[config.mk]
export PLATFORM = sky130hd
export DESIGN_NAME = pid_position_controller_flat
export DESIGN_NICKNAME = d
export VERILOG_FILES = /design/src/design/pidpc_pkg.sv /design/src/design/pidpc_if.sv /design/src/design/pidpc_regs.sv /design/src/design/pidpc_seq.sv /design/src/design/pidpc_dp.sv /design/src/design/pid_position_controller.sv /design/src/flat_wrapper.sv
export VERILOG_INCLUDE_DIRS = /design/src /design/src/design
export SDC_FILE = /design/constraint.sdc
export NUM_CORES = 2
export LEC_CHECK = 0
export ABC_CLOCK_PERIOD_IN_PS = 9100
export BUFFER_PORTS_ARGS = -buffer_cell sky130_fd_sc_hd__buf_2
export CAP_MARGIN = 10
export CORE_ASPECT_RATIO = 0.75
export CORE_UTILIZATION = 49
export DETAILED_ROUTE_END_ITERATION = 10
export MAX_ROUTING_LAYER = met4
export PLACE_DENSITY = 0.69
export SYNTH_ARGS = -nofsm -noshare
export SYNTH_HDL_FRONTEND = slang
export SYNTH_SLANG_ARGS = --single-unit
[constraint.sdc]
create_clock -name clk -period 9.1 [get_ports clk]
set_clock_uncertainty 0.2 [all_clocks]
set_input_delay 1.82 -clock clk [delete_from_list [all_inputs] [get_ports clk]]
set_output_delay 1.82 -clock clk [all_outputs]
set_load 0.05 [all_outputs]
[src/design/pid_position_controller_defines.svh]
// Assertion macros for the PID position controller.
// Included by the top level; no other dependencies.
`ifndef PID_POSITION_CONTROLLER_DEFINES_SVH
`define PID_POSITION_CONTROLLER_DEFINES_SVH

// Same-cycle implication, disabled during reset.
`define PIDPC_ASSERT_IMPLY(label, clk, rst_n, ante, cons) \
    label: assert property (@(posedge clk) disable iff (!rst_n) (ante) |-> (cons)) \
        else $error("pidpc: same-cycle check failed");

// Next-cycle implication, disabled during reset.
`define PIDPC_ASSERT_NEXT(label, clk, rst_n, ante, cons) \
    label: assert property (@(posedge clk) disable iff (!rst_n) (ante) |=> (cons)) \
        else $error("pidpc: next-cycle check failed");

`endif

[src/design/pidpc_pkg.sv]
// Shared types, constants and helpers of the PID position controller.
// No dependencies.
package pidpc_pkg;

    localparam int POSITION_BITS      = 16;
    localparam int GAIN_FRAC_BITS_DEF = 8;
    localparam int GAIN_W             = 16;
    localparam int LIMIT_W            = 15;
    localparam int ERR_W              = POSITION_BITS + 1;
    localparam int DIFF_W             = ERR_W + 1;
    localparam int TERM_W             = 32;
    localparam int MUL_A_W            = TERM_W;
    localparam int MUL_B_W            = GAIN_W + 1;
    localparam int PROD_W             = MUL_A_W + MUL_B_W;
    localparam int SAT_IN_W           = PROD_W + 1;
    localparam int SUM_W              = TERM_W + 3;
    localparam int DT_FRAC_BITS       = 16;
    localparam int CFG_IDX_W          = 3;
    localparam int CFG_DATA_W         = 16;
    localparam int STEP_W             = 4;

    typedef enum logic [CFG_IDX_W-1:0] {
        REG_KP    = 3'd0,
        REG_KI    = 3'd1,
        REG_KD    = 3'd2,
        REG_DT    = 3'd3,
        REG_INV   = 3'd4,
        REG_TGT   = 3'd5,
        REG_LIMIT = 3'd6
    } cfg_reg_t;

    typedef enum logic [1:0] {
        CLIP_NONE = 2'd0,
        CLIP_HIGH = 2'd1,
        CLIP_LOW  = 2'd2
    } clip_t;

    typedef enum logic [3:0] {
        OP_NOP    = 4'd0,
        OP_LOAD   = 4'd1,
        OP_ERR    = 4'd2,
        OP_DIFF   = 4'd3,
        OP_ADD_P  = 4'd4,
        OP_ACC    = 4'd5,
        OP_INTEG  = 4'd6,
        OP_DBASE  = 4'd7,
        OP_ADD_D  = 4'd8,
        OP_EMIT   = 4'd9
    } dp_op_t;

    typedef enum logic [1:0] {
        MA_ERR   = 2'd0,
        MA_ACC   = 2'd1,
        MA_DIFF  = 2'd2,
        MA_DBASE = 2'd3
    } mul_a_t;

    typedef enum logic [2:0] {
        MB_KP  = 3'd0,
        MB_DT  = 3'd1,
        MB_KI  = 3'd2,
        MB_KD  = 3'd3,
        MB_INV = 3'd4
    } mul_b_t;

    typedef enum logic [1:0] {
        JC_NEXT     = 2'd0,
        JC_HOLD_IN  = 2'd1,
        JC_HOLD_OUT = 2'd2
    } jump_t;

    typedef struct packed {
        dp_op_t op;
        logic   mul_en;
        mul_a_t a_sel;
        mul_b_t b_sel;
        jump_t  jc;
        logic   restart;
    } ctrl_word_t;

    typedef struct packed {
        ctrl_word_t word;
        logic       fire;
    } seq_ctl_t;

    typedef struct packed {
        logic signed [GAIN_W-1:0]        kp;
        logic signed [GAIN_W-1:0]        ki;
        logic signed [GAIN_W-1:0]        kd;
        logic        [CFG_DATA_W-1:0]    dt;
        logic        [CFG_DATA_W-1:0]    inv_dt;
        logic signed [POSITION_BITS-1:0] target;
        logic        [LIMIT_W-1:0]       limit;
    } cfg_regs_t;

    function automatic logic signed [TERM_W-1:0] sat32(input logic signed [SAT_IN_W-1:0] v);
        logic [SAT_IN_W-TERM_W:0] top;
        top = v[SAT_IN_W-1:TERM_W-1];
        if ((&top) || !(|top)) begin
            return v[TERM_W-1:0];
        end
        if (v[SAT_IN_W-1]) begin
            return {1'b1, {(TERM_W-1){1'b0}}};
        end
        return {1'b0, {(TERM_W-1){1'b1}}};
    endfunction

endpackage

[src/design/pidpc_if.sv]
// Handshake channels of the PID position controller: sensor words, result
// words and configuration writes. Depends on pidpc_pkg.
interface pidpc_sensor_if import pidpc_pkg::*; ();
    logic                            valid;
    logic                            ready;
    logic signed [POSITION_BITS-1:0] joint_pos;

    modport source (output valid, output joint_pos, input ready);
    modport sink (input valid, input joint_pos, output ready);
endinterface

interface pidpc_result_if import pidpc_pkg::*; ();
    logic               valid;
    logic               ready;
    logic [LIMIT_W-1:0] command_position;
    logic [1:0]         clip_status;

    modport source (output valid, output command_position, output clip_status, input ready);
    modport sink (input valid, input command_position, input clip_status, output ready);
endinterface

interface pidpc_cfg_if import pidpc_pkg::*; ();
    logic                  valid;
    logic                  ready;
    logic [CFG_IDX_W-1:0]  index;
    logic [CFG_DATA_W-1:0] data;

    modport source (output valid, output index, output data, input ready);
    modport sink (input valid, input index, input data, output ready);
endinterface

[src/design/pidpc_regs.sv]
// Configuration register file of the PID position controller.
// Depends on pidpc_pkg and pidpc_cfg_if.
module pidpc_regs
    import pidpc_pkg::*;
(
    input  logic             clk,
    input  logic             rst_n,
    pidpc_cfg_if.sink        cfg,
    output cfg_regs_t        regs
);

    cfg_regs_t regs_reg;
    cfg_regs_t regs_next;

    assign cfg.ready = 1'b1;
    assign regs      = regs_reg;

    always_comb
    begin
        regs_next = regs_reg;
        if (cfg.valid)
        begin
            unique case (cfg.index)
                REG_KP:    regs_next.kp     = cfg.data;
                REG_KI:    regs_next.ki     = cfg.data;
                REG_KD:    regs_next.kd     = cfg.data;
                REG_DT:    regs_next.dt     = cfg.data;
                REG_INV:   regs_next.inv_dt = cfg.data;
                REG_TGT:   regs_next.target = cfg.data;
                REG_LIMIT: regs_next.limit  = cfg.data[LIMIT_W-1:0];
                default:   regs_next        = regs_reg;
            endcase
        end
    end

    always_ff @(posedge clk or negedge rst_n)
    begin
        if (!rst_n)
        begin
            regs_reg.kp     <= 16'sd256;
            regs_reg.ki     <= '0;
            regs_reg.kd     <= '0;
            regs_reg.dt     <= 16'd63;
            regs_reg.inv_dt <= 16'd1042;
            regs_reg.target <= 16'sd6434;
            regs_reg.limit  <= 15'd12868;
        end
        else
        begin
            regs_reg <= regs_next;
        end
    end

endmodule

[src/design/pidpc_seq.sv]
// Microcode sequencer: step counter, control ROM and hold logic.
// Depends on pidpc_pkg.
module pidpc_seq
    import pidpc_pkg::*;
(
    input  logic     clk,
    input  logic     rst_n,
    input  logic     in_valid,
    input  logic     out_busy,
    output logic     in_ready,
    output seq_ctl_t ctl
);

    logic [STEP_W-1:0] step_reg;
    logic [STEP_W-1:0] step_next;
    ctrl_word_t        word;
    logic              hold;

    function automatic ctrl_word_t cw(dp_op_t op, logic mul_en, mul_a_t a_sel,
                                      mul_b_t b_sel, jump_t jc, logic restart);
        ctrl_word_t w;
        w.op      = op;
        w.mul_en  = mul_en;
        w.a_sel   = a_sel;
        w.b_sel   = b_sel;
        w.jc      = jc;
        w.restart = restart;
        return w;
    endfunction

    function automatic ctrl_word_t ucode(logic [STEP_W-1:0] step);
        ctrl_word_t w;
        unique case (step)
            4'd0:    w = cw(OP_LOAD,  1'b0, MA_ERR,   MB_KP,  JC_HOLD_IN,  1'b0);
            4'd1:    w = cw(OP_ERR,   1'b0, MA_ERR,   MB_KP,  JC_NEXT,     1'b0);
            4'd2:    w = cw(OP_DIFF,  1'b1, MA_ERR,   MB_KP,  JC_NEXT,     1'b0);
            4'd3:    w = cw(OP_ADD_P, 1'b1, MA_ERR,   MB_DT,  JC_NEXT,     1'b0);
            4'd4:    w = cw(OP_ACC,   1'b0, MA_ERR,   MB_KP,  JC_NEXT,     1'b0);
            4'd5:    w = cw(OP_NOP,   1'b1, MA_ACC,   MB_KI,  JC_NEXT,     1'b0);
            4'd6:    w = cw(OP_INTEG, 1'b1, MA_DIFF,  MB_KD,  JC_NEXT,     1'b0);
            4'd7:    w = cw(OP_DBASE, 1'b0, MA_ERR,   MB_KP,  JC_NEXT,     1'b0);
            4'd8:    w = cw(OP_NOP,   1'b1, MA_DBASE, MB_INV, JC_NEXT,     1'b0);
            4'd9:    w = cw(OP_ADD_D, 1'b0, MA_ERR,   MB_KP,  JC_NEXT,     1'b0);
            4'd10:   w = cw(OP_EMIT,  1'b0, MA_ERR,   MB_KP,  JC_HOLD_OUT, 1'b1);
            default: w = cw(OP_NOP,   1'b0, MA_ERR,   MB_KP,  JC_NEXT,     1'b1);
        endcase
        return w;
    endfunction

    assign word = ucode(step_reg);

    always_comb
    begin
        unique case (word.jc)
            JC_HOLD_IN:  hold = !in_valid;
            JC_HOLD_OUT: hold = out_busy;
            default:     hold = 1'b0;
        endcase
    end

    always_comb
    begin
        if (hold)
        begin
            step_next = step_reg;
        end
        else if (word.restart)
        begin
            step_next = '0;
        end
        else
        begin
            step_next = step_reg + 1'b1;
        end
    end

    assign in_ready  = (word.jc == JC_HOLD_IN);
    assign ctl.word  = word;
    assign ctl.fire  = !hold;

    always_ff @(posedge clk or negedge rst_n)
    begin
        if (!rst_n)
        begin
            step_reg <= '0;
        end
        else
        begin
            step_reg <= step_next;
        end
    end

endmodule

[src/design/pidpc_dp.sv]
// Datapath: shared multiplier, term registers, accumulator, clamp and
// output register. Driven by the sequencer; depends on pidpc_pkg.
module pidpc_dp
    import pidpc_pkg::*;
#(
    parameter int GAIN_FRAC_BITS = GAIN_FRAC_BITS_DEF
)
(
    input  logic                            clk,
    input  logic                            rst_n,
    input  seq_ctl_t                        ctl,
    input  cfg_regs_t                       regs,
    input  logic signed [POSITION_BITS-1:0] joint_pos,
    input  logic                            out_ready,
    output logic                            out_valid,
    output logic                            out_busy,
    output logic [LIMIT_W-1:0]              command_position,
    output logic [1:0]                      clip_status
);

    logic signed [POSITION_BITS-1:0] pos_reg;
    logic signed [ERR_W-1:0]         err_reg;
    logic signed [ERR_W-1:0]         prev_err_reg;
    logic signed [DIFF_W-1:0]        diff_reg;
    logic signed [PROD_W-1:0]        prod_reg;
    logic signed [TERM_W-1:0]        acc_reg;
    logic signed [TERM_W-1:0]        integ_reg;
    logic signed [TERM_W-1:0]        dbase_reg;
    logic signed [SUM_W-1:0]         sum_reg;
    logic [LIMIT_W-1:0]              cmd_reg;
    clip_t                           clip_reg;
    logic                            out_valid_reg;

    logic signed [MUL_A_W-1:0]  mul_a;
    logic signed [MUL_B_W-1:0]  mul_b;
    logic signed [PROD_W-1:0]   mul_a_ext;
    logic signed [PROD_W-1:0]   mul_b_ext;
    logic signed [PROD_W-1:0]   prod_next;
    logic signed [TERM_W-1:0]   gain_term;
    logic signed [TERM_W-1:0]   acc_next;
    logic signed [TERM_W-1:0]   prod_sat;
    logic signed [SUM_W-1:0]    limit_ext;
    logic [LIMIT_W-1:0]         cmd_next;
    clip_t                      clip_next;
    logic                       go;

    assign go = ctl.fire;

    always_comb
    begin
        unique case (ctl.word.a_sel)
            MA_ERR:   mul_a = MUL_A_W'(err_reg);
            MA_ACC:   mul_a = acc_reg;
            MA_DIFF:  mul_a = MUL_A_W'(diff_reg);
            MA_DBASE: mul_a = dbase_reg;
            default:  mul_a = '0;
        endcase
    end

    always_comb
    begin
        unique case (ctl.word.b_sel)
            MB_KP:   mul_b = MUL_B_W'(regs.kp);
            MB_DT:   mul_b = $signed({1'b0, regs.dt});
            MB_KI:   mul_b = MUL_B_W'(regs.ki);
            MB_KD:   mul_b = MUL_B_W'(regs.kd);
            MB_INV:  mul_b = $signed({1'b0, regs.inv_dt});
            default: mul_b = '0;
        endcase
    end

    assign mul_a_ext = PROD_W'(mul_a);
    assign mul_b_ext = PROD_W'(mul_b);
    assign prod_next = mul_a_ext * mul_b_ext;

    assign gain_term = sat32(SAT_IN_W'(prod_reg >>> GAIN_FRAC_BITS));
    assign prod_sat  = sat32(SAT_IN_W'(prod_reg));
    assign acc_next  = sat32(SAT_IN_W'(integ_reg) + SAT_IN_W'(prod_reg >>> DT_FRAC_BITS));
    assign limit_ext = $signed({{(SUM_W-LIMIT_W){1'b0}}, regs.limit});

    always_comb
    begin
        if (sum_reg > limit_ext)
        begin
            cmd_next  = regs.limit;
            clip_next = CLIP_HIGH;
        end
        else if (sum_reg < 0)
        begin
            cmd_next  = '0;
            clip_next = CLIP_LOW;
        end
        else
        begin
            cmd_next  = sum_reg[LIMIT_W-1:0];
            clip_next = CLIP_NONE;
        end
    end

    always_ff @(posedge clk)
    begin
        if (go && ctl.word.mul_en)
        begin
            prod_reg <= prod_next;
        end
        if (go)
        begin
            unique case (ctl.word.op)
                OP_LOAD:
                begin
                    pos_reg <= joint_pos;
                end
                OP_ERR:
                begin
                    err_reg <= ERR_W'(regs.target) - ERR_W'(pos_reg);
                    sum_reg <= SUM_W'(pos_reg);
                end
                OP_DIFF:
                begin
                    diff_reg <= DIFF_W'(err_reg) - DIFF_W'(prev_err_reg);
                end
                OP_ADD_P:
                begin
                    sum_reg <= sum_reg + SUM_W'(gain_term);
                end
                OP_ACC:
                begin
                    acc_reg <= acc_next;
                end
                OP_DBASE:
                begin
                    dbase_reg <= gain_term;
                    sum_reg   <= sum_reg + SUM_W'(integ_reg);
                end
                OP_ADD_D:
                begin
                    sum_reg <= sum_reg + SUM_W'(prod_sat);
                end
                OP_EMIT:
                begin
                    cmd_reg  <= cmd_next;
                    clip_reg <= clip_next;
                end
                default:
                begin
                end
            endcase
        end
    end

    always_ff @(posedge clk or negedge rst_n)
    begin
        if (!rst_n)
        begin
            prev_err_reg  <= '0;
            integ_reg     <= '0;
            out_valid_reg <= 1'b0;
        end
        else
        begin
            if (go && ctl.word.op == OP_DIFF)
            begin
                prev_err_reg <= err_reg;
            end
            if (go && ctl.word.op == OP_INTEG)
            begin
                integ_reg <= gain_term;
            end
            if (go && ctl.word.op == OP_EMIT)
            begin
                out_valid_reg <= 1'b1;
            end
            else if (out_ready)
            begin
                out_valid_reg <= 1'b0;
            end
        end
    end

    assign out_valid        = out_valid_reg;
    assign out_busy         = out_valid_reg && !out_ready;
    assign command_position = cmd_reg;
    assign clip_status      = clip_reg;

endmodule

[src/design/pid_position_controller.sv]
// Top level of the PID position controller: register file, microcode
// sequencer and datapath. Depends on pidpc_pkg, pidpc_if and the defines header.
//
// Usage:
//   cfg    - register writes (index, data); always ready, index 7 is ignored.
//            Write only while no sample is in flight.
//   sensor - one measured position per word (signed Q4.12).
//   result - one word per sample: clamped command and clip status.
// Each sample runs 11 microcode steps through one shared 32x17 multiplier:
// the result word becomes valid after the last step, and a new sensor word
// is taken only once the sequencer is back at its first step.
// The result sits in an output register, so the next sample is taken and
// worked on while the previous result waits; if the receiver stalls, the
// sequencer holds on its last step until the register frees.
// Reset clears the error history, the integral term, the step counter and
// the output valid, and loads the register defaults (kp 1.0, ki 0, kd 0,
// dt 63, inverse dt 1042, target 6434, upper limit 12868).
`include "pid_position_controller_defines.svh"

module pid_position_controller
    import pidpc_pkg::*;
#(
    parameter int GAIN_FRAC_BITS = GAIN_FRAC_BITS_DEF
)
(
    input  logic           clk,
    input  logic           rst_n,
    pidpc_cfg_if.sink      cfg,
    pidpc_sensor_if.sink   sensor,
    pidpc_result_if.source result
);

    cfg_regs_t regs;
    seq_ctl_t  ctl;
    logic      out_busy;
    logic      in_ready;

    pidpc_regs u_regs (
        .clk   (clk),
        .rst_n (rst_n),
        .cfg   (cfg),
        .regs  (regs)
    );

    pidpc_seq u_seq (
        .clk      (clk),
        .rst_n    (rst_n),
        .in_valid (sensor.valid),
        .out_busy (out_busy),
        .in_ready (in_ready),
        .ctl      (ctl)
    );

    pidpc_dp #(
        .GAIN_FRAC_BITS (GAIN_FRAC_BITS)
    ) u_dp (
        .clk              (clk),
        .rst_n            (rst_n),
        .ctl              (ctl),
        .regs             (regs),
        .joint_pos        (sensor.joint_pos),
        .out_ready        (result.ready),
        .out_valid        (result.valid),
        .out_busy         (out_busy),
        .command_position (result.command_position),
        .clip_status      (result.clip_status)
    );

    assign sensor.ready = in_ready;

    `PIDPC_ASSERT_IMPLY(a_cmd_in_range, clk, rst_n, result.valid,
        result.command_position <= regs.limit)
    `PIDPC_ASSERT_IMPLY(a_clip_high_at_limit, clk, rst_n,
        result.valid && result.clip_status == CLIP_HIGH,
        result.command_position == regs.limit)
    `PIDPC_ASSERT_NEXT(a_one_sample_at_a_time, clk, rst_n,
        sensor.valid && sensor.ready, !sensor.ready)

endmodule

[src/flat_wrapper.sv]
// flat-port wrapper written by rule: the top's interface ports become plain ports
module pid_position_controller_flat import pidpc_pkg::*;
#(
    parameter int GAIN_FRAC_BITS = GAIN_FRAC_BITS_DEF
)
  (clk, rst_n, cfg_valid, cfg_index, cfg_data, cfg_ready, sensor_valid, sensor_joint_pos, sensor_ready, result_valid, result_command_position, result_clip_status, result_ready);
  pidpc_cfg_if cfg_i ();
  pidpc_sensor_if sensor_i ();
  pidpc_result_if result_i ();
  input  logic clk;
  input  logic rst_n;
  input wire logic [$bits(cfg_i.valid)-1:0] cfg_valid;
  input wire logic [$bits(cfg_i.index)-1:0] cfg_index;
  input wire logic [$bits(cfg_i.data)-1:0] cfg_data;
  output wire logic [$bits(cfg_i.ready)-1:0] cfg_ready;
  input wire logic [$bits(sensor_i.valid)-1:0] sensor_valid;
  input wire logic [$bits(sensor_i.joint_pos)-1:0] sensor_joint_pos;
  output wire logic [$bits(sensor_i.ready)-1:0] sensor_ready;
  output wire logic [$bits(result_i.valid)-1:0] result_valid;
  output wire logic [$bits(result_i.command_position)-1:0] result_command_position;
  output wire logic [$bits(result_i.clip_status)-1:0] result_clip_status;
  input wire logic [$bits(result_i.ready)-1:0] result_ready;
  assign cfg_i.valid = cfg_valid;
  assign cfg_i.index = cfg_index;
  assign cfg_i.data = cfg_data;
  assign cfg_ready = cfg_i.ready;
  assign sensor_i.valid = sensor_valid;
  assign sensor_i.joint_pos = sensor_joint_pos;
  assign sensor_ready = sensor_i.ready;
  assign result_valid = result_i.valid;
  assign result_command_position = result_i.command_position;
  assign result_clip_status = result_i.clip_status;
  assign result_i.ready = result_ready;
  pid_position_controller #(.GAIN_FRAC_BITS(GAIN_FRAC_BITS)) u_core (.clk(clk), .rst_n(rst_n), .cfg(cfg_i), .sensor(sensor_i), .result(result_i));
endmodule
; ---- Yosys cells after proc, flatten, opt, wreduce, memory -nomap -nowiden
; Memory sizes are Yosys's and may differ from the RTL's.
; Cells that the tools add are included.
[totals]
regBits = 381
rom_bits = 208
in_bits = 40
mem_count = 1
[classes]
addsub = 7
multipliers = 1
n_lt_le_gt_ge = 2
n_eq_ne = 24
n_mux = 30
n_bitwise = 1
n_reduce_logical = 39
[memory_table]
columns = name, depth, word_bits, rd, rd_ports_with_merged_regs, wr, line
row1 = (name not given), 16, 13, 1, 0, 0, pidpc_seq.sv:33  ; unique case (step)
[ops]
columns = operator, count
row1 = 32-bit two-way mux, 12
row2 = 35-bit one-hot mux with 4 select lines, 1
row3 = 32-bit one-hot mux with 4 select lines, 1
row4 = 35-bit by 32-bit adder with 35-bit output, 3
row5 = 17-bit one-hot mux with 5 select lines, 1
row6 = 32-bit by 17-bit multiplier with 49-bit output, 1
row7 = 35-bit by 16-bit greater-than comparator with 1-bit output, 1
row8 = "35-bit by 1-bit less-than comparator with 1-bit output, second input constant", 1
row9 = 32-bit by 33-bit adder with 34-bit output, 1
row10 = 15-bit two-way mux, 2
row11 = 2-bit AND reduction, 14
row12 = 19-bit AND reduction, 1
row13 = 19-bit OR reduction, 1
row14 = 18-bit AND reduction, 1
row15 = 18-bit OR reduction, 1
row16 = 17-bit by 17-bit subtractor with 18-bit output, 1
row17 = 16-bit by 16-bit subtractor with 17-bit output, 1
row18 = "4-bit by 3-bit == test with 1-bit output, second input constant", 4
row19 = "3-bit by 2-bit == test with 1-bit output, second input constant", 4
row20 = "3-bit == test, second input constant", 4
row21 = 1-bit two-way mux, 10
row22 = 10-bit AND reduction, 1
row23 = 10-bit OR reduction, 1
row24 = "4-bit by 2-bit == test with 1-bit output, second input constant", 2
row25 = 17 further kinds, 34

; ---- Depth between registers and ports, before layout
[depth]
ltp_word = 9
mapped_depth = 35

; ---- Cells and area by module
; A second synthesis with hierarchy kept.
[unflattened]
hier_cells = 4057
hier_area_um2 = 39825.7
[modules_own_cells]
columns = module, n_inst, cells_per_inst, area_each_um2, seq_area_each_um2
row1 = pidpc_dp, 1, 3765, 35081.1, 7737.4
row2 = pidpc_regs, 1, 245, 4304.1, 2802.7
row3 = pidpc_seq, 1, 47, 440.4, 100.1

; ---- Worst setup path after synthesis
; Ideal clock, no wire load.
[synth_timing]
path_type = reg2reg
from = register u_core.u_seq.step_reg[1]
to = register u_core.u_dp.prod_reg[47], data pin
t_arrival_ns = 8.000
slack_ns = 0.642
path_stages_with_launch = 32
path_buffers = 4
path_cell_list = dfrtp_1 -> clkbuf_1 -> inv_1 -> ha_1 -> clkbuf_1 -> o21ai_0 -> a21oi_1 -> nor2_1 -> clkbuf_1 -> a221oi_1 -> clkbuf_1 -> nor2_1 -> fa_1 -> inv_1 -> fa_1 -> fa_1 -> inv_1 -> fa_1 -> fa_1 -> inv_1 -> fa_1 -> inv_1 -> ha_1 -> nand3_1 -> a21o_1 -> or4_4 -> a31oi_2 -> a31oi_1 -> nor4_2 -> o21ai_1 -> o21ai_1 -> xnor2_1
[synth_via]
elab_chain_cells = 4
elab_cells_between_ends = 13
cone_classes = 1 x mul / 7 x eq/ne / 2 x mux / 2 x reduce/logical / 1 x memory
[synth_rtl]
columns = element, line
row1 = "start, declared", pidpc_seq.sv:14  ; logic [STEP_W-1:0] step_reg;
row2 = "start signal, assigned", pidpc_seq.sv:89  ; step_reg <= step_next;
row3 = memory 16 x 13 bit (*), -
row4 = 3-bit == test (tied with other cells), pidpc_dp.sv:62  ; unique case (ctl.word.b_sel)
row5 = 17-bit one-hot mux with 5 select lines / 32-bit one-hot mux with 4 select lines (equally long branches), "pidpc_dp.sv:62, pidpc_dp.sv:51"
row6 = 32-bit by 17-bit multiplier with 49-bit output (*), pidpc_dp.sv:74  ; assign prod_next = mul_a_ext * mul_b_ext;
row7 = via u_core.u_dp.prod_next[47], pidpc_dp.sv:38  ; logic signed [PROD_W-1:0] prod_next;
row8 = "end signal, assigned", pidpc_dp.sv:104  ; prod_reg <= prod_next;
row9 = "end, declared", pidpc_dp.sv:25  ; logic signed [PROD_W-1:0] prod_reg;
; The timed path passes the listed nets; every way through them passes the cells marked *.
; A chain may end at the register's enable or synchronous reset.

; ---- Final worst setup path
[layout_timing]
from = register u_core.u_seq.step_reg[2]
to = register u_core.u_dp.prod_reg[46], data pin
; Same word-level chain as after synthesis.

==> impl_results.html <==
<table>
<tr><th>Metric</th><th>Value</th></tr>
<tr><th colspan="2">Routing</th></tr>
<tr><td>Avg Vias per Cell</td><td>5.78</td></tr>
<tr><td>Iteration-0 DRC count of the detailed router</td><td>3164</td></tr>
<tr><td>Final routed wire length divided by cell count</td><td>21.9 um</td></tr>
<tr><td>Post-route DRC violation count</td><td>0</td></tr>
<tr><td>Total number of vias</td><td>30200</td></tr>
<tr><td>First drt pass iteration count</td><td>6</td></tr>
<tr><td>Antenna violation net count after detailed routing</td><td>0</td></tr>
<tr><td>Total routed wirelength</td><td>114000 um</td></tr>
<tr><th colspan="2">Placement</th></tr>
<tr><td>RD Place Congestion</td><td>0.959</td></tr>
<tr><td>Detailed placer's ending HPWL</td><td>91200 um</td></tr>
<tr><td>Port bufs</td><td>58</td></tr>
<tr><th colspan="2">Final layout</th></tr>
<tr><td>Max reg flops</td><td>111</td></tr>
<tr><td>Ratio of cells with drive above 1 in the final layout</td><td>11.2%</td></tr>
<tr><td>Synthesis-to-finish area growth</td><td>9.78%</td></tr>
<tr><td>Final-stage net count</td><td>4946</td></tr>
<tr><th colspan="2">Worst setup path</th></tr>
<tr><td>R2r endpoint</td><td>u_core.u_dp.prod_reg[46]</td></tr>
<tr><td>Register-to-register setup slack</td><td>0.42 ns</td></tr>
<tr><td>Endpoint kind of the worst setup timing path</td><td>flop</td></tr>
<tr><td>Launch point of the worst path</td><td>u_core.u_seq.step_reg[2]</td></tr>
<tr><td>End of the critical path</td><td>u_core.u_dp.prod_reg[46]</td></tr>
<tr><td>Worst-case reg-to-reg path depth</td><td>29</td></tr>
<tr><td>Element type at the critical path start</td><td>flop</td></tr>
<tr><td>Worst Setup Path Type</td><td>reg -&gt; reg</td></tr>
<tr><td>Crit-path max cell delay</td><td>0.56 ns</td></tr>
<tr><td>Data required time of the critical path</td><td>9.24 ns</td></tr>
<tr><td>Reg-to-Reg Start</td><td>u_core.u_seq.step_reg[2]</td></tr>
<tr><td>Crit-path most repeated cell</td><td>sky130_fd_sc_hd__fa_1</td></tr>
<tr><td>Critical path's slowest cell</td><td>sky130_fd_sc_hd__fa_1</td></tr>
<tr><td>Data arrival time of the critical path</td><td>8.82 ns</td></tr>
<tr><td>Worst-path maximum fanout</td><td>17</td></tr>
<tr><th colspan="2">Clock tree</th></tr>
<tr><td>CTS H-tree depth</td><td>2</td></tr>
<tr><td>TritonCTS clock tree</td><td>built</td></tr>
<tr><td>Clock-pin slew on the worst setup and hold paths</td><td>0.07 ns</td></tr>
<tr><td>Number of clock buffers inserted by TritonCTS</td><td>39</td></tr>
<tr><td>CTS sink cnt</td><td>381</td></tr>
<tr><td>Clock buffer depth</td><td>3</td></tr>
<tr><td>Cell chosen for the clock root</td><td>sky130_fd_sc_hd__clkbuf_16</td></tr>
<tr><td>Clock network latency to the later pin of the worst-skew pair</td><td>0.57 ns</td></tr>
<tr><td>Hold Buf Count CTS</td><td>0</td></tr>
<tr><th colspan="2">Global route</th></tr>
<tr><td>Initial antenna violation count</td><td>0</td></tr>
<tr><td>Wire length of the first global-routing pass</td><td>180000 um</td></tr>
<tr><td>Largest net degree at the start of global routing</td><td>102</td></tr>
<tr><td>Global-route usage over all layers</td><td>29.8%</td></tr>
<tr><td>Vias in the first global route</td><td>29700</td></tr>
<tr><td>Overall overflow remaining after global route</td><td>0</td></tr>
<tr><th colspan="2">STA</th></tr>
<tr><td>Actual transition at the worst max-transition pin</td><td>1.07 ns</td></tr>
<tr><td>Relative slew slack</td><td>28.7%</td></tr>
<tr><td>Final cycle utilization of the critical path</td><td>95.4%</td></tr>
<tr><td>Count of pins over their slew limit</td><td>0</td></tr>
<tr><td>Setup-failing EPs final</td><td>0</td></tr>
<tr><td>RSZ-0062 raised after global routing</td><td>false</td></tr>
<tr><td>Minimum clock period</td><td>8.68 ns</td></tr>
<tr><td>Max Freq</td><td>115 MHz</td></tr>
<tr><td>Sum Neg Setup Slack</td><td>0 ns</td></tr>
<tr><td>Hold violation total from the final report</td><td>0</td></tr>
<tr><th colspan="2">Synthesis</th></tr>
<tr><td>Average cell area after synthesis</td><td>9.65 um2</td></tr>
<tr><td>Yosys reg bits</td><td>381</td></tr>
<tr><td>Number of warnings issued by yosys</td><td>0</td></tr>
<tr><td>Cell type with the largest total area after synthesis</td><td>sky130_fd_sc_hd__fa_1</td></tr>
<tr><td>Synth top area cells</td><td>sky130_fd_sc_hd__fa_1 27%, sky130_fd_sc_hd__edfxtp_1 16%, sky130_fd_sc_hd__dfrtp_1 9.2%, sky130_fd_sc_hd__ha_1 7.4%, sky130_fd_sc_hd__inv_1 6.1%</td></tr>
<tr><td>Synth cell count leaders</td><td>641 x sky130_fd_sc_hd__inv_1, 525 x sky130_fd_sc_hd__fa_1, 493 x sky130_fd_sc_hd__nor2_1, 472 x sky130_fd_sc_hd__nand2_1, 234 x sky130_fd_sc_hd__ha_1</td></tr>
<tr><td>Netlist area before placement</td><td>39400 um2</td></tr>
<tr><td>Distinct cell type count after synthesis</td><td>98</td></tr>
<tr><td>Share of synthesized registers carrying an async set or reset</td><td>43.3%</td></tr>
<tr><td>Main flop type after synthesis</td><td>sky130_fd_sc_hd__edfxtp_1</td></tr>
<tr><td>Proportion of synthesized chip area in sequential cells</td><td>27.0%</td></tr>
<tr><td>EDFF count, synth</td><td>216</td></tr>
<tr><td>Synthesized net count</td><td>4881</td></tr>
<tr><td>Post-Synthesis Cells</td><td>4082</td></tr>
<tr><td>Share of the synthesized area in the top cell type</td><td>26.7%</td></tr>
<tr><td>Most instantiated library cell after synthesis</td><td>sky130_fd_sc_hd__inv_1</td></tr>
<tr><th colspan="2">Floorplanning</th></tr>
<tr><td>Die Y-Extent</td><td>248 um</td></tr>
<tr><td>Starting utilization of the core area</td><td>49.8%</td></tr>
<tr><td>Total number of placement rows</td><td>89</td></tr>
<tr><td>Die X</td><td>329 um</td></tr>
<tr><td>I/O pins</td><td>60</td></tr>
<tr><td>Area enclosed by the die boundary</td><td>81500 um2</td></tr>
<tr><td>Core footprint</td><td>79100 um2</td></tr>
<tr><th colspan="2">Run status</th></tr>
<tr><td>Status</td><td>completed</td></tr>
<tr><th colspan="2">Min path</th></tr>
<tr><td>Type of the most critical hold path</td><td>reg -&gt; reg</td></tr>
<tr><td>Startpoint of the worst hold path</td><td>u_core.u_regs.regs[7]</td></tr>
<tr><th colspan="2">Job</th></tr>
<tr><td>Max Cap Viol</td><td>0</td></tr>
</table>
[worst min path at each step]
stage / to / depth (start not counted)
3_3_place_gp: u_core.u_regs.regs[7] / 1
2_1_floorplan: u_core.u_regs.regs[10] / 1
4_1_cts: u_core.u_regs.regs[7] / 1
3_5_place_dp: u_core.u_regs.regs[7] / 1
6_report: u_core.u_regs.regs[7] / 1
5_1_grt: u_core.u_regs.regs[7] / 1
[placed cells by master, fill, tap and decap left out, types with 43 or more instances in the layout]
cell,Yosys,final
sky130_fd_sc_hd__nor2_1,493,487
sky130_fd_sc_hd__o21ai_0,97,96
sky130_fd_sc_hd__buf_4,1,110
sky130_fd_sc_hd__clkbuf_16,0,43
sky130_fd_sc_hd__a21o_1,92,92
sky130_fd_sc_hd__buf_2,5,57
sky130_fd_sc_hd__xnor2_1,89,89
sky130_fd_sc_hd__edfxtp_1,216,216
sky130_fd_sc_hd__nand2_1,472,472
sky130_fd_sc_hd__dfrtp_1,145,145
sky130_fd_sc_hd__ha_1,234,233
sky130_fd_sc_hd__a21oi_1,209,205
sky130_fd_sc_hd__inv_1,641,641
sky130_fd_sc_hd__mux2_2,116,116
sky130_fd_sc_hd__fa_1,525,525
[worst max-delay path, delay by kind of cell (launching register included)]
kind / cells / cell delay (ns)
buffers and inverters: 6 / 0.72
AOI/OAI and AO/OA: 9 / 2.39
and+or+nand+nor: 7 / 1.33
adders and majority gates: 7 / 3.28
DFF: 1 / 0.49
[timing repair]
| item | 4_1_cts | 5_1_grt |
|---|---|---|
| gates resized for setup | 0 | 10 |
| endpoints found under the setup margin | 0 | 15 |
| setup buffers | 0 | 5 |
[metal layers]
metal  vias to the layer above  wire, um  GRT usage (%)
met3                       153     12100           6.36
li1                      13500         -              -
met5                         -         0              -
met4                         0      2470           6.13
met2                      1368     47400           41.2
met1                     15100     52400           44.9
[through the flow]
stage / setup WS (ns) / std cells / instance area (um2) / hold slack (ns) / util [%]
6_report: 0.423 / 5226 / 43200 / 0.306 / 54.7
5_1_grt: 0.0466 / 5224 / 43200 / 0.311 / 54.7
4_1_cts: 0.0748 / 5219 / 43100 / 0.308 / 54.6
3_5_place_dp: 0.122 / 5147 / 41800 / 0.294 / 52.8
3_3_place_gp: 0.200 / 5147 / 41800 / 0.287 / 52.8
2_1_floorplan: 0.642 / 4082 / 39400 / 0.279 / -
[cell type report]
class                   count  area, um2
flip-flops and latches    381      10600
fillers                  6989      35800
diodes                      2       5.00
inverters                 642       2410
repair buffers            187       1500
clock buffers              53       1140
well taps                1046       1310
multi-input cells        2896      26000
clock inverters            19        239
[kinds of logic (layout without fill, tap and decap cells)]
logic type | Yosys count | after routing | synth area share, %
compound gates | 701 | 701 | 11.9
mux | 122 | 122 | 3.48
simple gates | 1189 | 1189 | 12.9
other cells | 1 | 3 | 0.00952
buf+inv | 805 | 901 | 7.79
xor+xnor | 124 | 124 | 2.76
fa+ha+maj | 759 | 759 | 34.1
flops | 381 | 381 | 27.0
Power is left out: the tool's default activity adds up to more than one toggle a clock period on the data nets, which glitch-free logic cannot reach.
